--- src/rtl/rvid_pkg.sv ---
// shared types, opcodes, operation ids and stream layout of the rv32i decoder
package rvid_pkg;

  // major opcodes
  localparam logic [6:0] OPC_LOAD     = 7'h03;
  localparam logic [6:0] OPC_MISC_MEM = 7'h0F;
  localparam logic [6:0] OPC_OP_IMM   = 7'h13;
  localparam logic [6:0] OPC_AUIPC    = 7'h17;
  localparam logic [6:0] OPC_STORE    = 7'h23;
  localparam logic [6:0] OPC_OP       = 7'h33;
  localparam logic [6:0] OPC_LUI      = 7'h37;
  localparam logic [6:0] OPC_BRANCH   = 7'h63;
  localparam logic [6:0] OPC_JALR     = 7'h67;
  localparam logic [6:0] OPC_JAL      = 7'h6F;
  localparam logic [6:0] OPC_SYSTEM   = 7'h73;

  // exact system words
  localparam logic [31:0] WORD_ECALL  = 32'h0000_0073;
  localparam logic [31:0] WORD_EBREAK = 32'h0010_0073;

  // operation ids in decoder order
  localparam logic [5:0] ID_LB     = 6'd0,  ID_LH     = 6'd1,  ID_LW     = 6'd2;
  localparam logic [5:0] ID_LBU    = 6'd3,  ID_LHU    = 6'd4,  ID_FENCE  = 6'd5;
  localparam logic [5:0] ID_FENCEI = 6'd6,  ID_ADDI   = 6'd7,  ID_SLLI   = 6'd8;
  localparam logic [5:0] ID_SLTI   = 6'd9,  ID_SLTIU  = 6'd10, ID_XORI   = 6'd11;
  localparam logic [5:0] ID_SRLI   = 6'd12, ID_SRAI   = 6'd13, ID_ORI    = 6'd14;
  localparam logic [5:0] ID_ANDI   = 6'd15, ID_AUIPC  = 6'd16, ID_SB     = 6'd17;
  localparam logic [5:0] ID_SH     = 6'd18, ID_SW     = 6'd19, ID_ADD    = 6'd20;
  localparam logic [5:0] ID_SUB    = 6'd21, ID_SLL    = 6'd22, ID_SLT    = 6'd23;
  localparam logic [5:0] ID_SLTU   = 6'd24, ID_XOR    = 6'd25, ID_SRL    = 6'd26;
  localparam logic [5:0] ID_SRA    = 6'd27, ID_OR     = 6'd28, ID_AND    = 6'd29;
  localparam logic [5:0] ID_LUI    = 6'd30, ID_BEQ    = 6'd31, ID_BNE    = 6'd32;
  localparam logic [5:0] ID_BLT    = 6'd33, ID_BGE    = 6'd34, ID_BLTU   = 6'd35;
  localparam logic [5:0] ID_BGEU   = 6'd36, ID_JALR   = 6'd37, ID_JAL    = 6'd38;
  localparam logic [5:0] ID_ECALL  = 6'd39, ID_EBREAK = 6'd40, ID_CSRRW  = 6'd41;
  localparam logic [5:0] ID_CSRRS  = 6'd42, ID_CSRRC  = 6'd43, ID_CSRRWI = 6'd44;
  localparam logic [5:0] ID_CSRRSI = 6'd45, ID_CSRRCI = 6'd46;

  // encoding format
  typedef enum logic [2:0] {
    FMT_R    = 3'd0,
    FMT_I    = 3'd1,
    FMT_S    = 3'd2,
    FMT_B    = 3'd3,
    FMT_U    = 3'd4,
    FMT_J    = 3'd5,
    FMT_NONE = 3'd6
  } fmt_e;

  // opcode class flags and side conditions found in the first stage
  typedef struct packed {
    logic       is_load;
    logic       is_fence;
    logic       is_opimm;
    logic       is_auipc;
    logic       is_store;
    logic       is_op;
    logic       is_lui;
    logic       is_branch;
    logic       is_jalr;
    logic       is_jal;
    logic       is_sys;
    logic [2:0] funct3;
    logic       f7_nz;
    logic       is_ecall;
    logic       is_ebreak;
  } predec_t;

  // classification result handed from the id decoder
  typedef struct packed {
    logic       ok;
    logic [5:0] id;
    fmt_e       fmt;
  } class_t;

  // output stream layout
  localparam int unsigned TDATA_W  = 88;
  localparam int unsigned TUSER_W  = 4;
  localparam int unsigned IN_TDATA_W = 32;

endpackage

--- src/rtl/rvid_id_decode.sv ---
// operation id, format and recognition from the predecoded opcode class
module rvid_id_decode import rvid_pkg::*; (
  input  predec_t pd_i,
  output class_t  cls_o
);

  logic       ok;
  logic [5:0] id;
  fmt_e       fmt;

  // classify by opcode class, then funct3
  always_comb begin
    ok  = 1'b0;
    id  = ID_LB;
    fmt = FMT_NONE;
    if (pd_i.is_load) begin
      fmt = FMT_I;
      unique case (pd_i.funct3)
        3'd0: begin ok = 1'b1; id = ID_LB;  end
        3'd1: begin ok = 1'b1; id = ID_LH;  end
        3'd2: begin ok = 1'b1; id = ID_LW;  end
        3'd4: begin ok = 1'b1; id = ID_LBU; end
        3'd5: begin ok = 1'b1; id = ID_LHU; end
        default: ok = 1'b0;
      endcase
    end else if (pd_i.is_fence) begin
      fmt = FMT_I;
      unique case (pd_i.funct3)
        3'd0: begin ok = 1'b1; id = ID_FENCE;  end
        3'd1: begin ok = 1'b1; id = ID_FENCEI; end
        default: ok = 1'b0;
      endcase
    end else if (pd_i.is_opimm) begin
      fmt = FMT_I;
      ok  = 1'b1;
      unique case (pd_i.funct3)
        3'd0: id = ID_ADDI;
        3'd1: id = ID_SLLI;
        3'd2: id = ID_SLTI;
        3'd3: id = ID_SLTIU;
        3'd4: id = ID_XORI;
        3'd5: id = pd_i.f7_nz ? ID_SRAI : ID_SRLI;
        3'd6: id = ID_ORI;
        default: id = ID_ANDI;
      endcase
    end else if (pd_i.is_auipc) begin
      fmt = FMT_U;
      ok  = 1'b1;
      id  = ID_AUIPC;
    end else if (pd_i.is_store) begin
      fmt = FMT_S;
      unique case (pd_i.funct3)
        3'd0: begin ok = 1'b1; id = ID_SB; end
        3'd1: begin ok = 1'b1; id = ID_SH; end
        3'd2: begin ok = 1'b1; id = ID_SW; end
        default: ok = 1'b0;
      endcase
    end else if (pd_i.is_op) begin
      fmt = FMT_R;
      ok  = 1'b1;
      unique case (pd_i.funct3)
        3'd0: id = pd_i.f7_nz ? ID_SUB : ID_ADD;
        3'd1: id = ID_SLL;
        3'd2: id = ID_SLT;
        3'd3: id = ID_SLTU;
        3'd4: id = ID_XOR;
        3'd5: id = pd_i.f7_nz ? ID_SRA : ID_SRL;
        3'd6: id = ID_OR;
        default: id = ID_AND;
      endcase
    end else if (pd_i.is_lui) begin
      fmt = FMT_U;
      ok  = 1'b1;
      id  = ID_LUI;
    end else if (pd_i.is_branch) begin
      fmt = FMT_B;
      unique case (pd_i.funct3)
        3'd0: begin ok = 1'b1; id = ID_BEQ;  end
        3'd1: begin ok = 1'b1; id = ID_BNE;  end
        3'd4: begin ok = 1'b1; id = ID_BLT;  end
        3'd5: begin ok = 1'b1; id = ID_BGE;  end
        3'd6: begin ok = 1'b1; id = ID_BLTU; end
        3'd7: begin ok = 1'b1; id = ID_BGEU; end
        default: ok = 1'b0;
      endcase
    end else if (pd_i.is_jalr) begin
      fmt = FMT_I;
      ok  = 1'b1;
      id  = ID_JALR;
    end else if (pd_i.is_jal) begin
      fmt = FMT_J;
      ok  = 1'b1;
      id  = ID_JAL;
    end else if (pd_i.is_sys) begin
      fmt = FMT_I;
      unique case (pd_i.funct3)
        3'd0: begin
          if (pd_i.is_ecall) begin
            ok = 1'b1; id = ID_ECALL;
          end else if (pd_i.is_ebreak) begin
            ok = 1'b1; id = ID_EBREAK;
          end
        end
        3'd1: begin ok = 1'b1; id = ID_CSRRW;  end
        3'd2: begin ok = 1'b1; id = ID_CSRRS;  end
        3'd3: begin ok = 1'b1; id = ID_CSRRC;  end
        3'd5: begin ok = 1'b1; id = ID_CSRRWI; end
        3'd6: begin ok = 1'b1; id = ID_CSRRSI; end
        3'd7: begin ok = 1'b1; id = ID_CSRRCI; end
        default: ok = 1'b0;
      endcase
    end
  end

  // unrecognized words report id zero and no format
  assign cls_o.ok  = ok;
  assign cls_o.id  = ok ? id : ID_LB;
  assign cls_o.fmt = ok ? fmt : FMT_NONE;

endmodule

--- src/rtl/rvid_imm_gen.sv ---
// immediate and csr address generation from the word and its format
module rvid_imm_gen import rvid_pkg::*; (
  input  logic [31:0] word_i,
  input  fmt_e        fmt_i,
  input  logic        is_sys_i,
  output logic [31:0] imm_o,
  output logic [11:0] csr_o
);

  // format-specific immediate assembly
  always_comb begin
    unique case (fmt_i)
      FMT_I: imm_o = is_sys_i ? {27'd0, word_i[19:15]}
                              : {{20{word_i[31]}}, word_i[31:20]};
      FMT_S: imm_o = {{20{word_i[31]}}, word_i[31:25], word_i[11:7]};
      FMT_B: imm_o = {{19{word_i[31]}}, word_i[31], word_i[7], word_i[30:25],
                      word_i[11:8], 1'b0};
      FMT_U: imm_o = {word_i[31:12], 12'd0};
      FMT_J: imm_o = {{11{word_i[31]}}, word_i[31], word_i[19:12], word_i[20],
                      word_i[30:21], 1'b0};
      default: imm_o = 32'd0;
    endcase
  end

  // csr address only for recognized system words
  assign csr_o = (is_sys_i && (fmt_i == FMT_I)) ? word_i[31:20] : 12'd0;

endmodule

--- src/rtl/rv32i_instruction_decoder_unit.sv ---
// top level: three-stage pipelined rv32i and zicsr instruction decoder
// path: an input word is registered by the predecode, then the classify, then the output
//   register before its result transaction is offered
// throughput: one instruction word per cycle while the output is not stalled; a stage
//   advances whenever it is empty or the stage after it advances (predecode, classify, immediate with output)
// reset: rst_ni clears all stage valid bits asynchronously; payload is not reset
module rv32i_instruction_decoder_unit import rvid_pkg::*; (
  input  logic                  clk_i,
  input  logic                  rst_ni,
  // slave side
  input  logic                  s_axis_tvalid,
  output logic                  s_axis_tready,
  input  logic [IN_TDATA_W-1:0] s_axis_tdata,   // instr_word[31:0]
  // master side
  output logic                  m_axis_tvalid,
  input  logic                  m_axis_tready,
  // instr_id[5:0], opcode[12:6], dest_reg[17:13], src1_reg[22:18],
  // src2_reg[27:23], funct3_field[30:28], funct7_field[37:31],
  // immediate[69:38], csr_addr[81:70], zero pad[87:82]
  output logic [TDATA_W-1:0]    m_axis_tdata,
  // recognized[0], format[3:1]
  output logic [TUSER_W-1:0]    m_axis_tuser
);

  // stage enables: a stage moves when it is empty or its successor moves
  logic en1, en2, en3;
  logic v1_q, v2_q, v3_q;

  assign en3 = !v3_q || m_axis_tready;
  assign en2 = !v2_q || en3;
  assign en1 = !v1_q || en2;
  assign s_axis_tready = en1;

  // valid bits travel with the data
  always_ff @(posedge clk_i or negedge rst_ni) begin
    if (!rst_ni) begin
      v1_q <= 1'b0;
      v2_q <= 1'b0;
      v3_q <= 1'b0;
    end else begin
      if (en1) v1_q <= s_axis_tvalid;
      if (en2) v2_q <= v1_q;
      if (en3) v3_q <= v2_q;
    end
  end

  // stage 1: opcode class predecode
  predec_t     pd_d, pd_q;
  logic [31:0] word1_q;
  logic [6:0]  opc_in;

  assign opc_in = s_axis_tdata[6:0];

  always_comb begin
    pd_d.is_load   = (opc_in == OPC_LOAD);
    pd_d.is_fence  = (opc_in == OPC_MISC_MEM);
    pd_d.is_opimm  = (opc_in == OPC_OP_IMM);
    pd_d.is_auipc  = (opc_in == OPC_AUIPC);
    pd_d.is_store  = (opc_in == OPC_STORE);
    pd_d.is_op     = (opc_in == OPC_OP);
    pd_d.is_lui    = (opc_in == OPC_LUI);
    pd_d.is_branch = (opc_in == OPC_BRANCH);
    pd_d.is_jalr   = (opc_in == OPC_JALR);
    pd_d.is_jal    = (opc_in == OPC_JAL);
    pd_d.is_sys    = (opc_in == OPC_SYSTEM);
    pd_d.funct3    = s_axis_tdata[14:12];
    pd_d.f7_nz     = |s_axis_tdata[31:25];
    pd_d.is_ecall  = (s_axis_tdata == WORD_ECALL);
    pd_d.is_ebreak = (s_axis_tdata == WORD_EBREAK);
  end

  always_ff @(posedge clk_i) begin
    if (en1) begin
      pd_q    <= pd_d;
      word1_q <= s_axis_tdata;
    end
  end

  // stage 2: operation id and format
  class_t      cls_d, cls_q;
  logic [31:0] word2_q;
  logic        sys2_q;

  rvid_id_decode u_id_decode (
    .pd_i  (pd_q),
    .cls_o (cls_d)
  );

  always_ff @(posedge clk_i) begin
    if (en2) begin
      cls_q   <= cls_d;
      word2_q <= word1_q;
      sys2_q  <= pd_q.is_sys;
    end
  end

  // stage 3: immediate, csr address and output register
  logic [31:0]        imm;
  logic [11:0]        csr;
  logic [TDATA_W-1:0] tdata_d, tdata_q;
  logic [TUSER_W-1:0] tuser_d, tuser_q;

  rvid_imm_gen u_imm_gen (
    .word_i   (word2_q),
    .fmt_i    (cls_q.fmt),
    .is_sys_i (sys2_q),
    .imm_o    (imm),
    .csr_o    (csr)
  );

  assign tdata_d = {6'd0, csr, imm, word2_q[31:25], word2_q[14:12], word2_q[24:20],
                    word2_q[19:15], word2_q[11:7], word2_q[6:0], cls_q.id};
  assign tuser_d = {cls_q.fmt, cls_q.ok};

  always_ff @(posedge clk_i) begin
    if (en3) begin
      tdata_q <= tdata_d;
      tuser_q <= tuser_d;
    end
  end

  assign m_axis_tvalid = v3_q;
  assign m_axis_tdata  = tdata_q;
  assign m_axis_tuser  = tuser_q;

endmodule

--- config.mk ---
export PLATFORM = sky130hd
export DESIGN_NAME = rv32i_instruction_decoder_unit
export DESIGN_NICKNAME = d
export VERILOG_FILES = /design/src/rtl/rvid_pkg.sv /design/src/rtl/rvid_id_decode.sv /design/src/rtl/rvid_imm_gen.sv /design/src/rtl/rv32i_instruction_decoder_unit.sv
export SDC_FILE = /design/constraint.sdc
export NUM_CORES = 1
export LEC_CHECK = 0
export BUFFER_PORTS_ARGS = -buffer_cell sky130_fd_sc_hd__buf_4
export CORE_MARGIN = 2
export CORE_UTILIZATION = 50
export DETAILED_ROUTE_END_ITERATION = 12
export PLACE_DENSITY = 0.73
export SLEW_MARGIN = 20
export SYNTH_ARGS = -nofsm -noshare
export SYNTH_HDL_FRONTEND = slang
export SYNTH_SLANG_ARGS = --single-unit
--- constraint.sdc ---
create_clock -name clk_i -period 6 [get_ports clk_i]
set_input_delay 0 -clock clk_i [delete_from_list [all_inputs] [get_ports clk_i]]
set_output_delay 0 -clock clk_i [all_outputs]
set_load 0.01 [all_outputs]
# After elaboration in Yosys (flattened, before gate mapping)
# Index checks and enable logic that the tools add are counted.
dict set report totals {
  word_cells 120
  out_inout_bits 94
  register_bits 181
  in_bits 36
}
dict set report classes {
  reduce_logical 14
  muxes 54
  n_eq_ne 25
}
# operator n
set ops {}
lappend ops {{$pmux W32 S5} 1}
lappend ops {{$pmux W6 S7} 3}
lappend ops {{$mux W6} 13}
lappend ops {{$pmux W6 S6} 1}
lappend ops {{$mux W3} 11}
lappend ops {{$eq A32 B21 Y1 const B} 1}
lappend ops {{$eq A32 B7 Y1 const B} 1}
lappend ops {{$mux W32} 1}
lappend ops {{$eq A7 B7 Y1 const B} 4}
lappend ops {{$eq A7 B6 Y1 const B} 3}
lappend ops {{$mux W1} 20}
lappend ops {{$eq A3 B3 Y1 const B} 6}
lappend ops {{$pmux W5 S3} 1}
lappend ops {{$eq A7 B5 Y1 const B} 2}
lappend ops {{$eq A3 B2 Y1 const B} 4}
lappend ops {{$pmux W3 S4} 1}
lappend ops {{$reduce_or A6 Y1} 2}
lappend ops {{$eq A7 B2 Y1 const B} 1}
lappend ops {{$eq A7 B4 Y1 const B} 1}
lappend ops {{$reduce_or A7 Y1} 1}
lappend ops {{$eq A3 B1 Y1 const B} 2}
lappend ops {{$pmux W3 S2} 1}
lappend ops {{$reduce_or A5 Y1} 1}
lappend ops {{$logic_not A1 Y1} 3}
lappend ops {{6 further kinds} 8}

# Depth between registers and ports, before layout
# Gate-level depths: netlist (run 1).
dict set report logic_depth {
  word_depth 14
  mapped_depth 7
  ltp_nobuf 5
}

# Hierarchy
# From an unflattened synthesis (run 1), not the netlist that was laid out.
dict set report unflattened {
  hier_cells 430
  hier_area_um2 6991.7
}
# module cells_per_inst n_inst seq_area_each_um2 area_per_inst_um2
set by_module_without_submodules {}
lappend by_module_without_submodules {rv32i_instruction_decoder_unit 226 1 5330.1 5615.4}
lappend by_module_without_submodules {rvid_id_decode 132 1 0.0 833.3}
lappend by_module_without_submodules {rvid_imm_gen 72 1 0.0 543.0}

# Worst setup path before layout (run 1)
# No wires, ideal clock.
dict set report synth_timing {
  path_kind {register to register}
  startpoint {reg v3_q (netlist: m_axis_tvalid)}
  endpoint {reg tdata_q[0] (netlist: m_axis_tdata[0]), enable pin}
  path_slack_ps 3109
  arrival_ps 2431
  synth_period_minus_slack_ps 2891
  setup_time_ps 460
  required_time_ps 5540
  stages_incl_launch_ff 2
  path_buffers 0
  path_cell_list {dfrtp_1 > nand2b_1}
}
dict set report synth_via {
  elab_chain_cells 2
}
# item line
set synth_lines {}
lappend synth_lines {{from (decl)} rv32i_instruction_decoder_unit.sv:27} ;# logic v1_q, v2_q, v3_q;
lappend synth_lines {{from (signal assigned)} rv32i_instruction_decoder_unit.sv:43} ;# if (en3) v3_q <= v2_q;
lappend synth_lines {{$logic_not A1 Y1} rv32i_instruction_decoder_unit.sv:29} ;# assign en3 = !v3_q || m_axis_tready;
lappend synth_lines {{$logic_or A1 B1 Y1} rv32i_instruction_decoder_unit.sv:29}
lappend synth_lines {{named net en3} rv32i_instruction_decoder_unit.sv:26} ;# logic en1, en2, en3;
lappend synth_lines {{to (signal assigned)} rv32i_instruction_decoder_unit.sv:117} ;# tdata_q <= tdata_d;
lappend synth_lines {{to (decl)} rv32i_instruction_decoder_unit.sv:100} ;# logic [TDATA_W-1:0] tdata_d, tdata_q;
# The timed path passes the listed nets, and every way through them passes these cells.
# A chain may end at the register's enable or synchronous reset.

==> reports/metrics.cfg, run 1 <==
[detailed_routing]
routed_wl_mm = 13.6
drcViolationCount = 0
ant_nets = 0
drt_first_pass_iters = 5
via_count = 4168
drt_iter0_drc = 404
wl_per_cell_um = 17.4
vias_per_cell = 5.34

[worst_setup_path]
critical_path_arrival_ns = 2.58
crit_start = word1_q[14]
crit_required_ns = 6.21
r2r_setup_slack_ns = 3.63
endpoint_kind = flop
crit_path_end = cls_q[8]
r2r_cells = 5
cp-start-kind = flop
worstReg2RegEnd = cls_q[8]
crit_fanout = 25
crit_type = reg2reg
r2r_start = word1_q[14]

[timing]
fmax_mhz = 422
rsz0062_at_grt = false
tightest_slew_ns = 1.02
timing.final.crit_period_ns = 2.37
finalClockSkew_ns = 0.00812
holdWs_ns = 0.317
slew_headroom = 0.318
setup-violations-final = 0
slew_violations = 0
setup_tns_ns = 0
finalHoldViolCount = 0
finalCritPeriodShare = 0.395

[global_route]
overflow = 0
antenna_found_initial = 0
grt_pass1_wl_mm = 21.2
grt_pass1_vias = 4043
grt_max_degree = 80
grt_usage = 0.194

[place]
dp_hpwl_mm = 8.90
globalplace.congestion = 0.837
portBuffers = 123

[job]
max_cap_viol_count = 0

[final_layout]
area_growth_pct = 29.4
layout_common_cells = edfxtp_1, buf_4, dlygate4sd3_1, a21oi_1
multi_input_area_um2 = 1350
antenna_cells = 0
fin_nets = 627
ff_latch_area_um2 = 5330
mostFrequentLayoutCell = edfxtp_1
layout-drive-gt1-share = 0.270
nFillCells = 942
final_util = 0.662

[status]
status = finished clean

[floorplan]
start_util = 0.512
fp.dieW_um = 121
core-area_um2 = 13300
dieArea_um2 = 14600
io_pins = 130
core.rowCount = 42
die_h_um = 121

[clocking]
cts.sinks = 178
cts_tree = done
htreeDepth = 4
clock_path_buffers = 2
path_clk_slew_ns = 0.06
clk_latency_ns = 0.41
cts_buffers = 17
cts-root-buf = clkbuf_16

[synth]
synth_area_leader_cell = edfxtp_1
synth_edf_count = 175
yosysSeqAreaShare = 0.783
yosysWarnings = 0
ys_ff_latch = 178
synth-main-ff-cell = edfxtp_1
synth_cell_types = 56
yosys-top-cells-area = edfxtp_1, a21o_1, a21oi_1, and2_1, dfrtp_1
synth.avg_cell_area_um2 = 15.9
synth_area_um2 = 6810
syn_inst = 427
synth_top_area_frac = 0.772
synthArstFlopShare = 0.0169

[pwr]
leakage_uw = 0.00351
powerDensity_nw_per_um2 = 363
ir_worst_vdd_mv = 0.164

[worst_hold_path]
hold_class = in2reg

==> final cells by class <==
type,count,share of cell area
flip-flops and latches,178,0.605
clock inverters,13,0.0128
multi-input cells,219,0.153
well taps,176,0.0250
repair buffers,163,0.149
clock buffers,19,0.0492
inverters,12,0.00511
==> sequential cells by signal, summed over array words and instances, names as in the netlist <==
name and flops:
cls_q 10, v2_q 1, word1_q 30, m_axis_tdata 82, pd_q 16, m_axis_tuser 4, m_axis_tvalid 1, sys2_q 1
v1_q 1, word2_q 32
==> synth_stat cells (4+ instances only) <==
library cell	count
edfxtp_1	175
a21oi_1	25
a21o_1	20
and2_1	20
nor2_1	20
nand2_1	18
o21ai_0	13
inv_1	12
nand2b_1	12
nor3_1	12
nor4_1	9
buf_2	8
clkbuf_1	7
buf_4	6
a222oi_1	4
nor2b_1	4
nor3b_1	4
==> critical path, stage by stage, from the launching register on <==
cell and delay [ns]:
edfxtp_1 0.73, o21bai_1 0.30, a211o_1 0.35, a211o_1 0.32
o21a_2 0.18, a2111oi_2 0.29
==> power breakdown <==
part           switching (uW)  internal [uW]  leakage, uW
clock                     434            571     0.000265
combinational             256            240      0.00140
sequential                100           1590      0.00184
total                     790           2400      0.00351
==> per-layer routing <==
metal  vias to the layer above  wire [um]  part of all wire  GRT usage
li1                       1980          -                 -          -
met1                      2022       5690              0.42      0.248
met2                       153       6950              0.51      0.326
met3                        13        774             0.057     0.0453
met4                         0        190             0.014     0.0669
met5                         -          0                 0          0
==> worst min-delay path by stage <==
stage / startpoint / to / slack, ns / cells past startpoint
CTS: s_axis_tdata[30] / word1_q[30] / 0.30 / 2
finish: s_axis_tdata[24] / word1_q[24] / 0.32 / 2
global placement: rst_ni / m_axis_tvalid / -0.21 / 1
global route: s_axis_tdata[22] / word1_q[22] / 0.31 / 2
floorplan: rst_ni / m_axis_tvalid / -0.30 / 0
detailed placement: rst_ni / m_axis_tvalid / -0.21 / 1
==> cells by family after synthesis <==
group,count (synthesis),share of synthesized area
xor+xnor,1,0.00129
simple gates,117,0.0937
buf+inv,35,0.0241
flops,178,0.783
mux,1,0.00165
compound gates,94,0.0958
other cells,1,0.000551
==> timing repair <==
item,CTS,global route
endpoints found under the hold margin,55,0
resized for setup,0,0
buffers inserted,0,0
hold buffers,37,0
==> stage by stage <==
stage                     total power, uW  instance area, um2  setup slack [ns]  std cells
final                                3190                8810              3.63        780
after global routing                 3320                8810              3.52        780
after CTS                            3210                8800              3.68        780
after detailed placement             2190                7880              3.69        711
after global placement               2180                7880              3.75        711
after floorplan                      1950                6830              3.11        432
No activity file was read; power rests on OpenSTA's default activity.
==> run 2, diff against run 1 <==
--- a/config.mk
+++ b/config.mk
@@ -7,9 +7,9 @@
 export LEC_CHECK = 0
 export BUFFER_PORTS_ARGS = -buffer_cell sky130_fd_sc_hd__buf_4
 export CORE_MARGIN = 2
-export CORE_UTILIZATION = 50
+export CORE_UTILIZATION = 49
 export DETAILED_ROUTE_END_ITERATION = 12
-export PLACE_DENSITY = 0.73
+export PLACE_DENSITY = 0.75
 export SLEW_MARGIN = 20
 export SYNTH_ARGS = -nofsm -noshare
 export SYNTH_HDL_FRONTEND = slang
==> constraint.sdc (replaced) <==
create_clock -name clk_i -period 2.1 [get_ports clk_i]
set_input_delay 0 -clock clk_i [delete_from_list [all_inputs] [get_ports clk_i]]
set_output_delay 0 -clock clk_i [all_outputs]
set_load 0.01 [all_outputs]
==> run 2 against run 1 <==
Clock power grew to 3.5 times the previous value. Combinational power rose to 3.1 times the previous value. Global-route usage grew 1.6 points. Worst setup slack worse by 3.4 ns. Sequential power rose to 2.8 times the previous value. Sequential share of layout area is 2.1 points lower. Largest cell class unchanged. Largest power group unchanged. Highest routed layer unchanged.
==> reports/metrics.cfg, run 2 (synthesis gave the netlist of run 1 again) <==
[pwr]
powerDensity_nw_per_um2 = 1080  ; +200%
power.switching_uw = 2340  ; +200%
leakage_uw = 0.00369  ; +5.1%
combPwrFrac = 0.157  ; +0.002
p_seq_frac = 0.486  ; -0.044
power_frac_clock = 0.357  ; +0.043
switching_share = 0.237  ; -0.00990
p_int_uw = 7530  ; +210%
ir_worst_vdd_mv = 0.562  ; +240%

[detailed_routing]
wl_per_cell_um = 18.4  ; +5.5%
routed_wl_mm = 14.8  ; +8.8%
drt_iter0_drc = 414  ; +2.5%
ant_nets = 0  ; unchanged
drcViolationCount = 0  ; unchanged
drt_first_pass_iters = 7  ; +2
via_count = 4368  ; +4.8%
vias_per_cell = 5.43  ; +1.5%

[floorplan]
dieArea_um2 = 14900  ; +2.0%
core-area_um2 = 13700  ; +3.2%
die_h_um = 122  ; +0.98%
start_util = 0.496  ; -0.0158
io_pins = 130  ; unchanged
core.rowCount = 43  ; +2.4%
fp.dieW_um = 122  ; +0.98%

[final_layout]
nFillCells = 937  ; -0.53%
area_growth_pct = 34.0
fin_nets = 648  ; +3.3%
layout-drive-gt1-share = 0.299  ; +0.0293
mostFrequentLayoutCell = edfxtp_1
largest_reg_flops = 82  ; unchanged
layout_common_cells = edfxtp_1, buf_4, dlygate4sd3_1, a21oi_1
final-instance-count-excl-fill = 805  ; +3.2%
antenna_cells = 0  ; unchanged
final_util = 0.665  ; +0.00241

[clocking]
htreeDepth = 4  ; unchanged
cts_buffers = 17  ; unchanged
path_clk_slew_ns = 0.07  ; about the same
clk_latency_ns = 0.42  ; about the same
cts-resized-gates = 0  ; unchanged
cts-root-buf = clkbuf_16
ctsHoldBuffers = 35  ; -5.4%
clock_path_buffers = 2  ; unchanged
cts_tree = done
cts.sinks = 178  ; unchanged
postCtsSetupBuffers = 0  ; unchanged

[global_route]
grt_max_degree = 45  ; -44%
use_met2 = 0.357  ; +0.0309
antenna_found_initial = 0  ; unchanged
grt_use_met1 = 0.260  ; +0.0126
grt_use_met3 = 0.0515  ; +0.00622
grt_pass1_wl_mm = 23.2  ; +9.7%
busiest_layer = met2
grt_usage = 0.210  ; +0.0165
grt_pass1_vias = 4308  ; +6.6%
overflow = 0  ; unchanged

[timing]
slew_violations = 0  ; unchanged
setup-violations-final = 0  ; unchanged
setup_tns_ns = 0  ; unchanged
fmax_mhz = 527  ; +25%
finalClockSkew_ns = 0.00775  ; -0.000371 ns
rsz0062_at_grt = false
finalHoldViolCount = 0  ; unchanged
tightest_slew_ns = 0.702  ; -0.317 ns
finalCritPeriodShare = 0.903  ; +0.508
slew_headroom = 0.530  ; +0.212
timing.final.crit_period_ns = 1.90  ; -0.471 ns

[worst_hold_path]
hold_class = in2reg

[worst_setup_path]
critical_path_arrival_ns = 2.18  ; -0.40 ns
crit_type = reg2reg
crit_path_frequent_cell = a21oi_1
crit_chain = nand2b_1, a21oi_1, a21oi_1, and2_1, a21o_1
crit_buf_inv = 0  ; unchanged
critPathSlowestCell = edfxtp_1
cpPeakStageDelay_ns = 0.47  ; -0.26 ns
crit_fanout = 11  ; -56%
crit_family = compound AO/OA/AOI/OAI gates
crit_required_ns = 2.39  ; -3.82 ns
endpoint_kind = flop
cp-start-kind = flop

[place]
globalplace.congestion = 0.910  ; +8.6%
dp_hpwl_mm = 9.97  ; +12%
dp_cells = 738  ; +3.8%
portBuffers = 123  ; unchanged

[status]
status = finished clean

[job]
max_cap_viol_count = 0  ; unchanged

-- run 2: metrics by stage --
| stage | total power (uW) | setup slack (ns) | cell area [um2] | hold WS (ns) |
|---|---|---|---|---|
| after floorplan | 5560 | -0.580 | 6830 | -0.296 |
| final | 9870 | 0.204 | 9120 | 0.0889 |
| after CTS | 9920 | 0.134 | 9110 | 0.0692 |
| after global placement | 6320 | 0.243 | 8100 | -0.211 |
| after global routing | 10300 | 0.0444 | 9120 | 0.102 |
| after detailed placement | 6350 | 0.171 | 8100 | -0.206 |
-- run 2: worst paths after layout --
kind | startpoint | end | slack [ns] | depth (start not counted)
min | m_axis_tready | v1_q | 0.09 | 4
max in group asynchronous | rst_ni | v2_q | 1.45 | 3
min in group asynchronous | rst_ni | m_axis_tvalid | 0.49 | 3
max | cls_q[2] | m_axis_tdata[66] | 0.20 | 5
min reg2reg | word1_q[26] | word2_q[26] | 0.42 | 0
max reg2reg | cls_q[2] | m_axis_tdata[66] | 0.20 | 5
-- run 2: power by group through the flow --
stage	Combinational [uW]	Sequential (uW)	Clock, uW
finish	1550	4800	3520
global route	1680	4850	3720
CTS	1550	4810	3570
detailed placement	1480	4870	0
global placement	1460	4850	0
floorplan	617	4940	0
-- run 2: cell type report --
type | instances | area, um2 | share of cell area
Clock inverter | 13 | 231 | 0.0254
Tap cell | 180 | 225 | 0.0247
Sequential cell | 178 | 5330 | 0.584
Clock buffer | 19 | 433 | 0.0475
Inverter | 12 | 45.0 | 0.00494
Timing Repair Buffer | 184 | 1510 | 0.165
Multi-Input combinational cell | 219 | 1350 | 0.148
-- run 2: metal layers --
metal  vias to the layer above  wire length [um]
met4                         0               347
met1                      2118              5920
met3                        27               905
li1                       2019                 -
met5                         -                 0
met2                       204              7630
-- run 2: tightest hold or removal path, cell delays in order --
cell	delay, ns
buf_4	0.09
nand4b_1	0.12
buf_4	0.18
nand2b_1	0.07
